File: src/rtl/restricted_circular_deque_unit_defines.svh
// assertion macros shared by the deque rtl
`ifndef RESTRICTED_CIRCULAR_DEQUE_UNIT_DEFINES_SVH
`define RESTRICTED_CIRCULAR_DEQUE_UNIT_DEFINES_SVH

`ifndef SYNTHESIS

// same-cycle implication under asynchronous active-low reset
`define RCD_ASSERT_SAME(lbl, clk_i, rst_ni, ante, cons) \
    lbl: assert property (@(posedge clk_i) disable iff (!rst_ni) (ante) |-> (cons)) \
        else $error("deque check failed");

// next-cycle implication under asynchronous active-low reset
`define RCD_ASSERT_NEXT(lbl, clk_i, rst_ni, ante, cons) \
    lbl: assert property (@(posedge clk_i) disable iff (!rst_ni) (ante) |=> (cons)) \
        else $error("deque check failed");

`else

`define RCD_ASSERT_SAME(lbl, clk_i, rst_ni, ante, cons)
`define RCD_ASSERT_NEXT(lbl, clk_i, rst_ni, ante, cons)

`endif

`endif

File: src/rtl/rcd_pkg.sv
// types and constants shared by the deque rtl
`timescale 1ns / 1ps

package rcd_pkg;

    // operation codes carried by each input beat
    typedef enum logic [1:0] {
        MODE_INS_REAR  = 2'd0,
        MODE_INS_FRONT = 2'd1,
        MODE_DEL_FRONT = 2'd2,
        MODE_DEL_REAR  = 2'd3
    } mode_t;

    // result status codes
    typedef enum logic [1:0] {
        ST_OK        = 2'd0,
        ST_OVERFLOW  = 2'd1,
        ST_UNDERFLOW = 2'd2,
        ST_REFUSED   = 2'd3
    } status_t;

    // restriction register codes
    localparam logic RESTR_INPUT  = 1'b0;
    localparam logic RESTR_OUTPUT = 1'b1;

    // register indexes on the config port
    localparam logic REG_CAPACITY    = 1'b0;
    localparam logic REG_RESTRICTION = 1'b1;

    // fixed field widths
    localparam int FIELD_W = 32;
    localparam int CAP_W   = 5;
    localparam int OCC_W   = 5;
    localparam int ADDR_W  = 3;

    localparam logic [CAP_W-1:0] CAP_RESET = 5'd16;

    // decision of the control unit for one operation
    typedef struct packed {
        logic    wr_en;
        logic    rd_en;
        status_t status;
    } rcd_op_t;

endpackage

File: src/rtl/rcd_slot_ram.sv
// slot storage: single-port synchronous ram with registered read data
`timescale 1ns / 1ps

module rcd_slot_ram #(
    parameter int DEPTH      = 16,
    parameter int DATA_WIDTH = 32
) (
    input  logic                     clk,
    input  rcd_pkg::rcd_op_t         op,
    input  logic [$clog2(DEPTH)-1:0] addr,
    input  logic [DATA_WIDTH-1:0]    wdata,
    output logic [DATA_WIDTH-1:0]    rdata
);
    import rcd_pkg::*;

    logic [DATA_WIDTH-1:0] mem [DEPTH];
    logic [DATA_WIDTH-1:0] rdata_reg;

    // write port
    always_ff @(posedge clk)
    begin
        if (op.wr_en)
        begin
            mem[addr] <= wdata;
        end
    end

    // read port, data held until the next read
    always_ff @(posedge clk)
    begin
        if (op.rd_en)
        begin
            rdata_reg <= mem[addr];
        end
    end

    assign rdata = rdata_reg;

endmodule

File: src/rtl/rcd_ctrl.sv
// deque control: head, tail and count, status decision and slot address
`timescale 1ns / 1ps

module rcd_ctrl #(
    parameter int DEPTH = 16
) (
    input  logic                            clk,
    input  logic                            rst_n,
    input  logic                            accept,
    input  rcd_pkg::mode_t                  mode,
    input  logic [rcd_pkg::CAP_W-1:0]       capacity,
    input  logic                            restriction,
    output rcd_pkg::rcd_op_t                op,
    output logic [$clog2(DEPTH)-1:0]        addr,
    output logic [$clog2(DEPTH+1)-1:0]      held_count
);
    import rcd_pkg::*;

    localparam int AW    = $clog2(DEPTH);
    localparam int CNT_W = $clog2(DEPTH + 1);
    localparam int CMP_W = (CNT_W > CAP_W) ? CNT_W : CAP_W;
    localparam logic [AW-1:0] LAST = AW'(DEPTH - 1);

    logic [AW-1:0]    head_reg, head_next;
    logic [AW-1:0]    tail_reg, tail_next;
    logic [CNT_W-1:0] count_reg, count_next;

    logic [CMP_W-1:0] cap_ext;
    logic [CMP_W-1:0] eff_cap;
    logic [CMP_W-1:0] count_ext;
    logic [AW-1:0]    head_inc, head_dec, tail_inc, tail_dec;
    logic             refused, full, empty;

    // ring neighbors
    always_comb
    begin
        head_inc = (head_reg == LAST) ? '0 : head_reg + 1'b1;
        head_dec = (head_reg == '0) ? LAST : head_reg - 1'b1;
        tail_inc = (tail_reg == LAST) ? '0 : tail_reg + 1'b1;
        tail_dec = (tail_reg == '0) ? LAST : tail_reg - 1'b1;
    end

    // capacity clamped to 1..DEPTH, full and empty flags
    always_comb
    begin
        cap_ext   = CMP_W'(capacity);
        count_ext = CMP_W'(count_reg);
        if (cap_ext == '0)
        begin
            eff_cap = CMP_W'(1);
        end
        else if (cap_ext > CMP_W'(DEPTH))
        begin
            eff_cap = CMP_W'(DEPTH);
        end
        else
        begin
            eff_cap = cap_ext;
        end
        full  = (count_ext >= eff_cap);
        empty = (count_reg == '0);
    end

    // restriction mode check
    assign refused = ((mode == MODE_INS_FRONT) && (restriction == RESTR_INPUT)) ||
                     ((mode == MODE_DEL_REAR) && (restriction == RESTR_OUTPUT));

    // status, memory access and pointer updates
    always_comb
    begin
        op.wr_en   = 1'b0;
        op.rd_en   = 1'b0;
        op.status  = ST_OK;
        addr       = tail_reg;
        head_next  = head_reg;
        tail_next  = tail_reg;
        count_next = count_reg;
        if (refused)
        begin
            op.status = ST_REFUSED;
        end
        else
        begin
            unique case (mode)
                MODE_INS_REAR:
                begin
                    addr = tail_reg;
                    if (full)
                    begin
                        op.status = ST_OVERFLOW;
                    end
                    else
                    begin
                        op.wr_en   = accept;
                        tail_next  = tail_inc;
                        count_next = count_reg + 1'b1;
                    end
                end
                MODE_INS_FRONT:
                begin
                    addr = head_dec;
                    if (full)
                    begin
                        op.status = ST_OVERFLOW;
                    end
                    else
                    begin
                        op.wr_en   = accept;
                        head_next  = head_dec;
                        count_next = count_reg + 1'b1;
                    end
                end
                MODE_DEL_FRONT:
                begin
                    addr = head_reg;
                    if (empty)
                    begin
                        op.status = ST_UNDERFLOW;
                    end
                    else
                    begin
                        op.rd_en   = accept;
                        head_next  = head_inc;
                        count_next = count_reg - 1'b1;
                    end
                end
                MODE_DEL_REAR:
                begin
                    addr = tail_dec;
                    if (empty)
                    begin
                        op.status = ST_UNDERFLOW;
                    end
                    else
                    begin
                        op.rd_en   = accept;
                        tail_next  = tail_dec;
                        count_next = count_reg - 1'b1;
                    end
                end
                default:
                begin
                    op.status = ST_REFUSED;
                end
            endcase
        end
    end

    // pointer and count registers
    always_ff @(posedge clk or negedge rst_n)
    begin
        if (!rst_n)
        begin
            head_reg  <= '0;
            tail_reg  <= '0;
            count_reg <= '0;
        end
        else if (accept)
        begin
            head_reg  <= head_next;
            tail_reg  <= tail_next;
            count_reg <= count_next;
        end
    end

    assign held_count = count_reg;

endmodule

File: src/rtl/restricted_circular_deque_unit.sv
// Restricted circular deque: a ring of DEPTH signed words in one synchronous
// slot memory, with inserts and deletes at either end. Each input beat names
// one operation and yields exactly one result beat (status, removed word,
// occupancy after the operation). One operation is handled at a time: first
// the status is decided, the head or tail moves and the slot memory is
// written or read; then, once the output register is free, the registered
// read data of the memory is picked up and the output register is loaded.
// A new beat is taken as soon as the result of the previous one has moved
// into the output register, even while that result still waits there. The
// capacity register limits the words held (0 acts as 1, values above DEPTH
// act as DEPTH); the restriction register refuses front inserts (0) or rear
// deletes (1). APB byte addresses: 0 (capacity), 4 (restriction). The user
// must write them only while idle; the block does not enforce this.
`timescale 1ns / 1ps
`include "restricted_circular_deque_unit_defines.svh"

module restricted_circular_deque_unit #(
    parameter int DEPTH      = 16,
    parameter int DATA_WIDTH = 32
) (
    input  logic                            clk,
    input  logic                            rst_n,
    // config port
    input  logic                            psel,
    input  logic                            penable,
    input  logic                            pwrite,
    input  logic [rcd_pkg::ADDR_W-1:0]      paddr,
    input  logic [31:0]                     pwdata,
    output logic [31:0]                     prdata,
    output logic                            pready,
    // input channel
    input  logic                            in_valid,
    output logic                            in_stall,
    input  logic [1:0]                      mode,
    input  logic signed [rcd_pkg::FIELD_W-1:0] insert_value,
    // output channel
    output logic                            out_valid,
    input  logic                            out_stall,
    output logic [1:0]                      status,
    output logic signed [rcd_pkg::FIELD_W-1:0] removed_value,
    output logic [rcd_pkg::OCC_W-1:0]       occupancy
);
    import rcd_pkg::*;

    localparam int AW     = $clog2(DEPTH);
    localparam int CNT_W  = $clog2(DEPTH + 1);
    localparam int KEEP_W = (DATA_WIDTH < FIELD_W) ? DATA_WIDTH : FIELD_W;

    logic [CAP_W-1:0]      capacity_reg;
    logic                  restriction_reg;
    logic                  cfg_wr;
    logic                  reg_idx;

    logic                  in_accept;
    rcd_op_t               op;
    logic [AW-1:0]         addr;
    logic [CNT_W-1:0]      held_count;
    logic [DATA_WIDTH-1:0] wdata;
    logic [DATA_WIDTH-1:0] rdata;

    logic                  pend_reg, pend_next;
    status_t               pend_status_reg;
    logic                  pend_rd_reg;
    logic                  load_out;

    logic                  out_valid_reg, out_valid_next;
    logic [1:0]            status_reg;
    logic [FIELD_W-1:0]    removed_value_reg;
    logic [OCC_W-1:0]      occupancy_reg;

    // config register writes
    assign pready  = 1'b1;
    assign cfg_wr  = psel & penable & pwrite & pready;
    assign reg_idx = paddr[2];

    always_ff @(posedge clk or negedge rst_n)
    begin
        if (!rst_n)
        begin
            capacity_reg    <= CAP_RESET;
            restriction_reg <= RESTR_INPUT;
        end
        else if (cfg_wr)
        begin
            unique case (reg_idx)
                REG_CAPACITY:    capacity_reg    <= pwdata[CAP_W-1:0];
                REG_RESTRICTION: restriction_reg <= pwdata[0];
                default:         capacity_reg    <= capacity_reg;
            endcase
        end
    end

    // config register reads
    always_comb
    begin
        unique case (reg_idx)
            REG_CAPACITY:    prdata = 32'(capacity_reg);
            REG_RESTRICTION: prdata = 32'(restriction_reg);
            default:         prdata = '0;
        endcase
    end

    // input handshake: one operation in flight
    assign in_stall  = pend_reg;
    assign in_accept = in_valid & ~in_stall;

    rcd_ctrl #(
        .DEPTH(DEPTH)
    ) u_ctrl (
        .clk        (clk),
        .rst_n      (rst_n),
        .accept     (in_accept),
        .mode       (mode_t'(mode)),
        .capacity   (capacity_reg),
        .restriction(restriction_reg),
        .op         (op),
        .addr       (addr),
        .held_count (held_count)
    );

    assign wdata = DATA_WIDTH'(insert_value[KEEP_W-1:0]);

    rcd_slot_ram #(
        .DEPTH     (DEPTH),
        .DATA_WIDTH(DATA_WIDTH)
    ) u_ram (
        .clk  (clk),
        .op   (op),
        .addr (addr),
        .wdata(wdata),
        .rdata(rdata)
    );

    // pending result waits for the read data and a free output register
    assign load_out = pend_reg & (~out_valid_reg | ~out_stall);

    always_comb
    begin
        pend_next = pend_reg;
        if (in_accept)
        begin
            pend_next = 1'b1;
        end
        else if (load_out)
        begin
            pend_next = 1'b0;
        end
    end

    always_ff @(posedge clk or negedge rst_n)
    begin
        if (!rst_n)
        begin
            pend_reg <= 1'b0;
        end
        else
        begin
            pend_reg <= pend_next;
        end
    end

    always_ff @(posedge clk)
    begin
        if (in_accept)
        begin
            pend_status_reg <= op.status;
            pend_rd_reg     <= op.rd_en;
        end
    end

    // output register
    always_comb
    begin
        out_valid_next = out_valid_reg;
        if (load_out)
        begin
            out_valid_next = 1'b1;
        end
        else if (out_valid_reg && !out_stall)
        begin
            out_valid_next = 1'b0;
        end
    end

    always_ff @(posedge clk or negedge rst_n)
    begin
        if (!rst_n)
        begin
            out_valid_reg <= 1'b0;
        end
        else
        begin
            out_valid_reg <= out_valid_next;
        end
    end

    always_ff @(posedge clk)
    begin
        if (load_out)
        begin
            status_reg        <= pend_status_reg;
            removed_value_reg <= pend_rd_reg ? FIELD_W'(rdata[KEEP_W-1:0]) : '0;
            occupancy_reg     <= OCC_W'(held_count);
        end
    end

    assign out_valid     = out_valid_reg;
    assign status        = status_reg;
    assign removed_value = removed_value_reg;
    assign occupancy     = occupancy_reg;

    // checks
    `RCD_ASSERT_NEXT(a_fail_keeps_count, clk, rst_n,
        in_accept && (op.status != ST_OK), $stable(held_count))
    `RCD_ASSERT_NEXT(a_insert_grows_count, clk, rst_n,
        op.wr_en, held_count == $past(held_count) + 1'b1)
    `RCD_ASSERT_NEXT(a_delete_shrinks_count, clk, rst_n,
        op.rd_en, held_count == $past(held_count) - 1'b1)
    `RCD_ASSERT_SAME(a_underflow_empty, clk, rst_n,
        out_valid_reg && (status_reg == ST_UNDERFLOW), occupancy_reg == '0)

endmodule
File: config.mk
export PLATFORM = sky130hd
export DESIGN_NAME = restricted_circular_deque_unit
export DESIGN_NICKNAME = d
export VERILOG_FILES = /design/src/rtl/rcd_pkg.sv /design/src/rtl/rcd_slot_ram.sv /design/src/rtl/rcd_ctrl.sv /design/src/rtl/restricted_circular_deque_unit.sv
export VERILOG_INCLUDE_DIRS = /design/src /design/src/rtl
export SDC_FILE = /design/constraint.sdc
export NUM_CORES = 1
export LEC_CHECK = 0
export BUFFER_PORTS_ARGS = -buffer_cell sky130_fd_sc_hd__buf_2
export CAP_MARGIN = 20
export CORE_ASPECT_RATIO = 0.75
export CORE_MARGIN = 8
export CORE_UTILIZATION = 45
export CTS_CLUSTER_DIAMETER = 40
export CTS_CLUSTER_SIZE = 25
export DETAILED_ROUTE_END_ITERATION = 8
export GPL_TIMING_DRIVEN = 1
export PLACE_DENSITY = 0.62
export REMOVE_ABC_BUFFERS = 1
export SYNTH_ARGS = -nofsm -noshare
export SYNTH_HDL_FRONTEND = slang
export SYNTH_SLANG_ARGS = --single-unit
File: constraint.sdc
create_clock -name clk -period 3.8 [get_ports clk]
set_input_delay 0.76 -clock clk [delete_from_list [all_inputs] [get_ports clk]]
set_output_delay 0.76 -clock clk [all_outputs]
set_load 0.05 [all_outputs]
Word-level counts from Yosys, hierarchy flattened. Memory sizes are Yosys's and may differ from the RTL's. A register that Yosys moved wholly into a read port is not among the register bits. Cells that the tools add are included.

Output and inout bits: 74. Input bits: 76. Word-level logic and storage cells: 96. Bits in registers: 63. Memories: 1. RAM bits: 512.

Add/sub/neg operators: 6. Bitwise operators: 11. Reduce and logical (&&, ||, !) cells: 21. Multiplexer cells: 32. Equality and inequality tests: 11. Magnitude comparators: 2.

Memories: u_ram.mem (depth 16, bits a word 32, read ports 1, clocked after Yosys merged registers in 1, wr ports 1, RTL line rcd_slot_ram.sv:16) `logic [DATA_WIDTH-1:0] mem [DEPTH];`.

Operator list (count): 32-bit case mux with 2 select lines (1); 4-bit two-way mux (9); 5-bit two-way mux (4); 4-bit case mux with 2 select lines (2); 4-bit case mux with 4 select lines (1); 2-bit inequality test (second input constant) (6); 1-bit two-way mux (11); 5-bit logical NOT (2); 5-bit case mux with 2 select lines (1); 5-bit AND reduction (2); 4-bit by 1-bit adder with 4-bit output (second input constant) (2); 4-bit == test (second input constant) (2); 4-bit logical NOT (2); 2-bit nonzero test (4); 4-bit by 1-bit subtractor with 4-bit output (second input constant) (2); 1-bit NOT (6); 5-bit by 1-bit adder with 5-bit output (second input constant) (1); 5-bit greater-or-equal comparator (1); 5-bit > comparator (second input constant) (1); 5-bit by 1-bit subtractor with 5-bit output (second input constant) (1); 1-bit bitwise AND (4); 2-bit == test (second input constant) (2); 2-bit two-way mux (2); 2-bit case mux with 2 select lines (1); other kinds (9) (13).

Depth between registers and ports, before layout. Gate-level depths: netlist of the first run.

Depth after elaboration: 9. Depth in mapped cells: 12. Depth with buffers taken out: 11.

Cells and area by module. From an unflattened synthesis of the first run, not the netlist that was laid out.

Cells, all modules: 1142. Area, all modules: 23630.2 µm².

By module, submodules not included: rcd_slot_ram (cells an instance 840, area an instance 20183.1 µm², seq. area each 16335.7 µm², instances 1); restricted_circular_deque_unit (cells an instance 132, area an instance 2065.7 µm², seq. area each 1462.7 µm², instances 1); rcd_ctrl (cells an instance 170, area an instance 1381.3 µm², seq. area each 325.3 µm², instances 1).

Least setup slack after synthesis of the first run. OpenSTA, ideal clock, no wires.

Path type: input -> register. Start point: input mode[1]. End point: register pend_rd_reg (data pin). Data arrival time: 3817 ps. Setup time: 670 ps. Stages: 5. Required time: 3130 ps. Path buffers: 0. Slack: -687 ps. Path through: inv_1 -> ha_1 -> mux2i_1 -> nand2_1 -> nor3b_1.

RTL lines: start: declaration (RTL line restricted_circular_deque_unit.sv:34) `input logic [1:0] mode,`; end signal: assignment (RTL line restricted_circular_deque_unit.sv:167) `pend_rd_reg <= op.rd_en;`; end: declaration (RTL line restricted_circular_deque_unit.sv:63) `logic pend_rd_reg;`.

Final worst setup path of the first run.
Start point: register capacity_reg[3]. End point: memory u_ram.mem[14][18], enable pin.

Word-level cells in the longest chain between the ends: 9. Elaborated cells on any way between the ends: 10. Classes of those cells: order compare: 2; mux: 7; reduce/logical: 1.

Ends and longest elaborated chain: start: declaration (RTL line restricted_circular_deque_unit.sv:49) `logic [CAP_W-1:0] capacity_reg;`; start signal: assignment (RTL line restricted_circular_deque_unit.sv:86) `REG_CAPACITY: capacity_reg <= pwdata[CAP_W-1:0];`; start signal: assignment (RTL line restricted_circular_deque_unit.sv:88) `default: capacity_reg <= capacity_reg;`; 5-bit > comparator (RTL line rcd_ctrl.sv:52) `else if (cap_ext > CMP_W'(DEPTH))`; 5-bit two-way mux (RTL line rcd_ctrl.sv:52); 5-bit two-way mux (*) (RTL line rcd_ctrl.sv:48) `if (cap_ext == '0)`; 5-bit greater-or-equal comparator (*) (RTL line rcd_ctrl.sv:60) `full = (count_ext >= eff_cap);`; 1-bit two-way mux (*) (RTL line rcd_ctrl.sv:88, rcd_ctrl.sv:102); 1-bit two-way mux (*); 2-bit two-way mux (*) (RTL line rcd_ctrl.sv:78) `if (refused)`; 1-bit two-way mux (*) (RTL line rcd_slot_ram.sv:22) `if (op.wr_en)`; 1-bit two-way mux (implied by the code) (*) (RTL line rcd_slot_ram.sv:24) `mem[addr] <= wdata;`; end: declaration (RTL line rcd_slot_ram.sv:16).

Every way passes the cells marked *; elsewhere a longest branch is shown, timed or not.

==> summary.md, run 1 <==
| Metric | Value |
|---|---|
| Crit. End Element | register |
| Cells after Synth | 1,140 |
| Crit path max fanout | 18 |
| Register bit total from synthesis | 607 |
| Pre-CTS setup slack | 0.07242 ns |
| Final Critical Period | 3.511 ns |
| Placed cells | 1,967 |
| Achievable Freq | 284.8 MHz |
| Antenna cell count | 0 |
| Root buffer cell | clkbuf_16 |
| Core Box Area | 51,710 sq um |
| Layout cell share with drive strength beyond 1 | 33.60% |
| Gpl congestion | 0.7617 |
| Lkg Pwr | 9.510 nW |
| TritonCTS Buffers | 70 |
| Max Buffers Root-to-Sink | 3 |
| Synth cell types | 50 |
| Vias per Instance | 5.497 |
| Most frequent cells in the layout | 586 x edfxtp_1, 128 x mux4_2, 92 x buf_2 |
| Pwr Density | 687.4 nW/um^2 |
| I/O Buffers | 92 |
| Slew headroom | 30.95% |
| Worst Path Buf+Inv | 2 |
| Top cells by area, synth | edfxtp_1 74%, mux4_2 12%, dfrtp_1 2.1% |
| Final setup violation count | 0 |
| Largest net degree at the start of global routing | 33 |
| Hpwl dp | 30.02 mm |
| Cell mode on critical path | a21o_1 |
| Initial drt markers | 918 |
| Post-Route WL | 51.01 mm |
| Status | finished, final reports clean |
| Max Cap Viol | 0 |
| Asr flop ratio synth | 3.460% |
| First-pass GRT wire length | 76.45 mm |
| Final ANT Viol Nets | 0 |
| Post-CTS Resized | 0 |
| Remaining DRCs | 0 |
| Synth area leader | edfxtp_1 |
| Post-Syn Area | 23,640 sq um |
| Skew final | 0.02467 ns |
| Clock Sinks | 607 |
| Die area | 60,200 sq um |
| CP Data Arrival Time | 3.81 ns |
| Critical Path RT | 4.10 ns |
| Rows | 72 |
| Syn Area/Cell | 20.74 sq um |
| Die W | 280.7 um |
| RSZ-0062 raised after global routing | false |
| Total track usage | 16.98% |
| Syn. warnings | 0 |
| Fin. Hold Viols | 0 |
| CP cell instances | nor3_1 -> nor2_1 -> nor2_1 -> ha_1 -> nand2b_1 -> a21o_1 -> a21o_1 -> a21o_1 -> a21oi_1 -> buf_4 -> nand4_1 -> nor2_4 -> buf_4 |
| Synth Flop Type | edfxtp_1 |
| Initial cell density of the core | 45.72% |
| Max reg flops | 512 |
| Crit share post-route | 92.39% |
| GRT overflow | 0 |
| Sequential area share after synthesis | 76.66% |
| Top delay family on crit path | simple AND/OR/NAND/NOR gates |
| I/O pins | 150 |
| Pins Over Slew Limit | 0 |
| Commonest non-fill, non-tap cell in the layout | edfxtp_1 |
| Post-Layout Cell Count | 2,102 |
| Tightest Hold Check Type | input pin to asynchronous set/reset pin |
| Clock latency on the worst-skew pair | 0.61 ns |
| H-Tree Depth | 3 |
| Power, Total | 19.50 mW |
| CP max-delay cell | nor2_4 |
| Syn-to-layout area delta | 19.99% |
| Die Span Y | 214.5 um |
| VDD IR max | 459.8 uV |
| CTS tree | done |
| CTS clk-pin slew, worst paths | 0.06 ns |
| # hold bufs at CTS | 0 |
| Synth top area share | 74.44% |
| Critical path class | register to register |
| Initial antenna violation count | 5 |
| # fillers | 3,962 |
| CP max stage delay | 0.71 ns |
| PnR worst setup slack | 0.2892 ns |
| Post-synth EDFFs | 586 |
| Number of setup buffers added after CTS | 0 |
| Vias | 11,550 |
| Worst-Margin Slew | 1.033 ns |
| Vias in the first global route | 11,870 |
| Final TNS setup | 0 ns |
| Fin nets | 1,443 |
| Critical Path Source Type | register |
| WL/cell | 24.27 um |
| Pre-Repair DR Iteration Count | 5 |
-- synthesized netlist by cell type (all sizes together), types with 2 or more instances --
library cell	number
a211oi	5
clkbuf	22
conb	2
o21ai	10
ha	17
dfrtp	20
nor2b	6
xnor2	7
nand4	6
inv	13
nand2	44
mux4	128
nor2	37
edfxtp	586
o211ai	3
a22oi	64
buf	57
or2	2
nand2b	6
a21oi	15
nor3	2
o21a	2
mux2	11
nand3	3
and2	35
nor3b	2
mux2i	5
a21o	11
-- worst register-to-register path: stages (launching register included) --
cell and delay (ns):
dfrtp_1 0.42, nor3_1 0.21, nor2_1 0.06, nor2_1 0.08, ha_1 0.22, nand2b_1 0.15, a21o_1 0.18, a21o_1 0.19
a21o_1 0.18, a21oi_1 0.14, buf_4 0.20, nand4_1 0.20, nor2_4 0.71, buf_4 0.30
-- path summary, 6_finish.rpt --
| kind | start | to | slack, ns | cells after the start |
|---|---|---|---|---|
| worst max-delay path | capacity_reg[3] | u_ram.mem[14][18] | 0.29 | 13 |
| worst max register to register | capacity_reg[3] | u_ram.mem[14][18] | 0.29 | 13 |
| min in group clk | pwdata[3] | capacity_reg[3] | 0.40 | 2 |
| worst min-delay path | rst_n | capacity_reg[3] | 0.12 | 1 |
| max in group asynchronous | rst_n | capacity_reg[4] | 3.31 | 1 |
| worst min register to register | pend_status_reg[0] | status[0] | 0.41 | 0 |
-- stage by stage --
stage                     cell area (sq um)  hold slack (ns)  utilization [%]
after floorplan                       23230           0.4003                -
after global placement                25870           0.4054            50.03
after detailed placement              25870           0.4065            50.03
after CTS                             28190           0.1026            54.52
after global routing                  28360           0.1374            54.85
final                                 28360           0.1225            54.85
-- layer usage --
metal	global-route usage, %	vias up	wire length [um]
li1	-	5062	-
met1	25.01	6090	23600
met2	25.73	317	23350
met3	3.556	81	3012
met4	4.278	4	1026
met5	0	-	27
-- final cells by class --
cell class	count	area [sq um]	share of cell area, %
Sequential cell	607	18120	63.89
Multi-Input combinational cell	467	5243	18.48
Inverter	13	48.80	0.1720
Clock inverter	40	420.4	1.482
Timing Repair Buffer	190	1747	6.158
Clock buffer	82	1903	6.709
Tap cell	703	879.6	3.101
-- report_power, final --
part           internal, mW  total (mW)  leakage [nW]  switching, mW
sequential             7.74        7.93          5.55          0.193
clock                  3.88        6.64          1.12           2.76
combinational          2.30        4.93          2.84           2.63
-- cell families after synthesis --
family                     Yosys count  synth area share, %
other                                2              0.03177
AOI/OAI and AO/OA                  120                3.631
muxes                              144                12.93
and+or+nand+nor                    149                3.107
DFF                                607                76.66
buffers and inverters               92                2.355
adders and majority gates           18               0.9844
xor gates and xnor gates             8               0.2964
Note: power is estimated with default switching activity, not from simulation.
==> run 2: changes to the inputs <==
Settings changed: GPL_TIMING_DRIVEN 1 to 0.
==> run 2 against run 1 <==
Compared with the run above: power is 0.17% higher; clock power is 2% higher; sequential share of layout area is 0.15 points higher; largest cell class unchanged.
==> summary.md, run 2 (synthesis results as in run 1) <==
| Metric | Value |
|---|---|
| Status | finished, final reports clean |
| Crit. End Element | register |
| Gpl congestion | 0.7091 |
| Pre-CTS setup slack | -1.148 ns |
| Fin. Hold Viols | 0 |
| Pre-Repair DR Iteration Count | 5 |
| Largest net degree at the start of global routing | 42 |
| I/O Buffers | 92 |
| Hpwl dp | 30.47 mm |
| CP max stage delay | 0.58 ns |
| Die area | 60,200 sq um |
| CTS tree | done |
| Slew headroom | 38.01% |
| Remaining DRCs | 0 |
| Critical Path RT | 4.08 ns |
| RSZ-0062 raised after global routing | false |
| Clock latency on the worst-skew pair | 0.61 ns |
| Critical Path Source Type | register |
| Crit path max fanout | 10 |
| TritonCTS Buffers | 67 |
| Most frequent cells in the layout | 586 x edfxtp_1, 128 x mux4_2, 92 x buf_2 |
| Die Span Y | 214.5 um |
| Commonest non-fill, non-tap cell in the layout | edfxtp_1 |
| Total track usage | 17.21% |
| I/O pins | 150 |
| Post-Route WL | 51.76 mm |
| CP Data Arrival Time | 3.92 ns |
| Final ANT Viol Nets | 0 |
| Vias | 11,540 |
| Vias in the first global route | 12,020 |
| Initial cell density of the core | 45.72% |
| GRT overflow | 0 |
| CTS clk-pin slew, worst paths | 0.06 ns |
| # fillers | 3,920 |
| Worst R2R Path Depth | 9 |
| Pwr Density | 690.2 nW/um^2 |
| WL/cell | 24.96 um |
| Initial drt markers | 986 |
| Root buffer cell | clkbuf_16 |
| First-pass GRT wire length | 77.07 mm |
| PnR worst setup slack | 0.1592 ns |
| Worst-Margin Slew | 0.9258 ns |
| Lkg Pwr | 9.433 nW |
| # hold bufs at CTS | 0 |
| Core Box Area | 51,710 sq um |
| Layout cell share with drive strength beyond 1 | 32.97% |
| Max Cap Viol | 0 |
| Max Buffers Root-to-Sink | 3 |
| Die W | 280.7 um |
| CP max-delay cell | a21oi_1 |
| VDD IR max | 323.9 uV |
| H-Tree Depth | 3 |
| Initial antenna violation count | 4 |
| Fin nets | 1,410 |
| Pins Over Slew Limit | 0 |
| Crit share post-route | 95.81% |
| Rows | 72 |
| Power, Total | 19.53 mW |
| Achievable Freq | 274.7 MHz |
| Vias per Instance | 5.565 |
| Clock Sinks | 607 |
| CP cell instances | inv_1 -> ha_1 -> nand2b_1 -> o21ai_0 -> a221o_1 -> a21oi_1 -> nand4_1 -> nor2_4 -> buf_4 |
| Tightest Hold Check Type | input pin to asynchronous set/reset pin |
| Final Critical Period | 3.641 ns |
| Syn-to-layout area delta | 19.70% |
| Critical path class | register to register |
| Max reg flops | 512 |
| Final setup violation count | 0 |
| Skew final | 0.02293 ns |
## run 2: where the power goes
group / switching [mW] / internal, mW
Sequential: 0.201 / 7.74
Clock: 2.91 / 3.85
Combinational: 2.63 / 2.20
## run 2: cell type report
cell class | instances | area (sq um) | share of cell area (%)
clock inverters | 53 | 644.4 | 2.277
well taps | 703 | 879.6 | 3.108
multi-input cells | 468 | 5265 | 18.61
clock buffers | 68 | 1702 | 6.013
inverters | 13 | 48.80 | 0.1724
repair buffers | 159 | 1628 | 5.752
diodes | 3 | 7.507 | 0.02653
flip-flops and latches | 607 | 18120 | 64.04
## run 2: through the flow
step                      util [%]  std cells  hold WS [ns]  TNS [ns]  instance area (sq um)
after CTS                    54.66       2068        0.1253         0                  28260
after global routing         54.72       2072        0.1483         0                  28290
after floorplan                  -       1087        0.4003  -2794.73                  23230
final                        54.73       2074        0.1494         0                  28300
after global placement       47.52       1882        0.4062  -6053.52                  24570
after detailed placement     49.42       1922        0.4147   -432.34                  25560
## run 2: timing repair
item | 4_1_cts | 5_1_grt
resized for setup | 4 | 2
buffers inserted | 24 | 3
pin swaps | 15 | 1
cloned | 1 | 0
setup endpoints to repair | 537 | 110
## run 2: critical path: cells and delay by family, from the launching register on
family	cells	cell delay [ns]
buf+inv	2	0.41
flops	1	0.51
simple gates	3	1.00
fa+ha+maj	1	0.25
compound gates	3	1.13
## run 2: metal layers
metal	track usage, %	vias to the layer above	wire, um
met1	23.09	6062	21880
met3	4.099	109	3344
met4	5.360	4	1313
met5	0	-	23
li1	-	5013	-
met2	27.77	354	25200
## run 2: worst paths after layout
| check | from | to | slack, ns |
|---|---|---|---|
| max | u_ctrl.head_reg[0] | u_ram.mem[2][8] | 0.16 |
| max in group asynchronous | rst_n | capacity_reg[4] | 3.27 |
| min reg2reg | pend_status_reg[0] | status[0] | 0.42 |
| max reg2reg | u_ctrl.head_reg[0] | u_ram.mem[2][8] | 0.16 |
| min in group clk | pwdata[2] | capacity_reg[2] | 0.40 |
| min | rst_n | u_ctrl.tail_reg[2] | 0.15 |
==> run 3: changes to the inputs <==
Clock period 3.8 ns to 3.3 ns, I/O delays scaled along.
==> run 3 against run 2 <==
Compared with the run above: sequential power increased by 15%; worst hold slack got worse by 0.11 ns; power increased by 17%; utilization increased by 0.57 points; flip-flop and latch count unchanged; die area unchanged; via count increased by 1.0%; combinational power increased by 24%; fmax increased by 12%; final cell count increased by 0.82%; register-to-register slack got worse by 0.10 ns; global-route usage increased by 0.30 points.
==> summary.md, run 3 (synthesis results as in run 1) <==
| Metric | Value |
|---|---|
| # fillers | 3,877 |
| Fin. Hold Viols | 0 |
| Max reg flops | 512 |
| Core Box Area | 51,710 sq um |
| Most frequent cells in the layout | 586 x edfxtp_1, 128 x mux4_2, 92 x buf_2 |
| Crit. End Element | register |
| Slew headroom | 37.40% |
| Clock latency on the worst-skew pair | 0.62 ns |
| Total track usage | 17.51% |
| CP Data Arrival Time | 3.57 ns |
| GRT overflow | 0 |
| Tightest Hold Check Type | input pin to asynchronous set/reset pin |
| Hpwl dp | 30.47 mm |
| Fin nets | 1,429 |
| Max Cap Viol | 0 |
| Final setup violation count | 0 |
| Final Critical Period | 3.241 ns |
| I/O Buffers | 92 |
| Commonest non-fill, non-tap cell in the layout | edfxtp_1 |
| Crit share post-route | 98.21% |
| Critical Path Source Type | register |
| CTS tree | done |
| Pre-CTS setup slack | -1.548 ns |
| Layout cell share with drive strength beyond 1 | 34.97% |
| PnR worst setup slack | 0.05901 ns |
| Gpl congestion | 0.7091 |
| Vias in the first global route | 12,070 |
| Die W | 280.7 um |
| Crit path max fanout | 13 |
| Pre-Repair DR Iteration Count | 5 |
| Skew final | 0.02418 ns |
| Worst-Margin Slew | 0.9349 ns |
| I/O pins | 150 |
| Initial drt markers | 973 |
| Post-Route WL | 53.53 mm |
| Die Span Y | 214.5 um |
| Fin Hold WS | 0.04060 ns |
| Achievable Freq | 308.5 MHz |
| Pwr Density | 801.9 nW/um^2 |
| Worst R2R Path Depth | 14 |
| Critical Path RT | 3.63 ns |
| Max Buffers Root-to-Sink | 3 |
| Syn-to-layout area delta | 20.94% |
| Clock Sinks | 607 |
| CTS clk-pin slew, worst paths | 0.06 ns |
| Largest net degree at the start of global routing | 42 |
| R2R Setup Slk | 0.06 ns |
| Vias per Instance | 5.577 |
| Root buffer cell | clkbuf_16 |
| Rows | 72 |
| Reg2Reg Capture Point | u_ram.rdata[24] |
| Power, Total | 22.93 mW |
| Initial antenna violation count | 3 |
| Final ANT Viol Nets | 0 |
| Pins Over Slew Limit | 0 |
| VDD IR max | 363.1 uV |
| First-pass GRT wire length | 78.36 mm |
| Worst flop-to-flop path startpoint | u_ctrl.head_reg[1] |
| WL/cell | 25.60 um |
| TritonCTS Buffers | 67 |
| Lkg Pwr | 9.569 nW |
| H-Tree Depth | 3 |
| Fin util | 55.29% |
| Vias | 11,660 |
| # hold bufs at CTS | 0 |
| Initial cell density of the core | 45.72% |
| Die area | 60,200 sq um |
| Status | finished, final reports clean |
| Remaining DRCs | 0 |
| Critical path class | register to register |
==> run 3: timing repair <==
| action | in CTS | in global routing |
|---|---|---|
| setup endpoints to repair | 544 | 539 |
| setup buffers | 38 | 5 |
| cloned | 3 | 1 |
| gates resized for setup | 8 | 21 |
| pin swaps | 22 | 3 |
==> run 3: routing by layer <==
layer	routed length (um)	vias up	part of all wire, %	GRT usage [%]
met5	23	-	0.043	0
met4	1188	4	2.2	5.257
met3	3235	99	6.0	3.588
met2	26440	376	49	28.61
met1	22640	6134	42	23.64
li1	-	5048	-	-
==> run 3: how the worst max path moves through the flow <==
stage	from	to	depth (start not counted)
finish	u_ctrl.head_reg[1]	u_ram.rdata[24]	14
global route	u_ctrl.tail_reg[3]	u_ram.rdata[1]	11
CTS	capacity_reg[3]	u_ram.mem[8][26]	14
detailed placement	mode[1]	u_ram.mem[5][23]	11
global placement	mode[1]	u_ram.mem[0][23]	9
floorplan	mode[1]	u_ram.mem[7][0]	8
==> run 3: worst max-delay path, cell delays in order, from the launching register on <==
cell and delay, ns:
dfrtp_2 0.43, inv_1 0.09, ha_1 0.22, nor2_1 0.10, a211oi_1 0.10, and2_1 0.22
o32ai_4 0.43, buf_16 0.16, buf_8 0.15, buf_12 0.16, buf_12 0.15, buf_12 0.15
mux4_2 0.29, a22oi_1 0.19, nand2_1 0.10
==> run 3: area by class of cell <==
type	instances	area [sq um]	share of cell area, %
clock inverters	53	644.4	2.254
flip-flops and latches	607	18130	63.41
inverters	13	48.80	0.1707
repair buffers	178	1861	6.507
well taps	703	879.6	3.076
diodes	1	2.502	0.008752
multi-input cells	468	5325	18.62
clock buffers	68	1702	5.952
==> run 3: stage by stage <==
step | cell area (sq um) | instances | TNS, ns
floorplan | 23230 | 1087 | -3044.65
global placement | 24570 | 1882 | -6299.92
detailed placement | 25560 | 1922 | -650.56
CTS | 28440 | 2084 | 0
global route | 28590 | 2090 | -1.266
finish | 28590 | 2091 | 0
==> run 3: where the power goes <==
group          total (mW)  switching [mW]  internal, mW  leakage, nW
sequential           9.14           0.228          8.91         5.55
combinational        5.98            3.19          2.78         2.88
clock                7.81            3.37          4.44         1.15
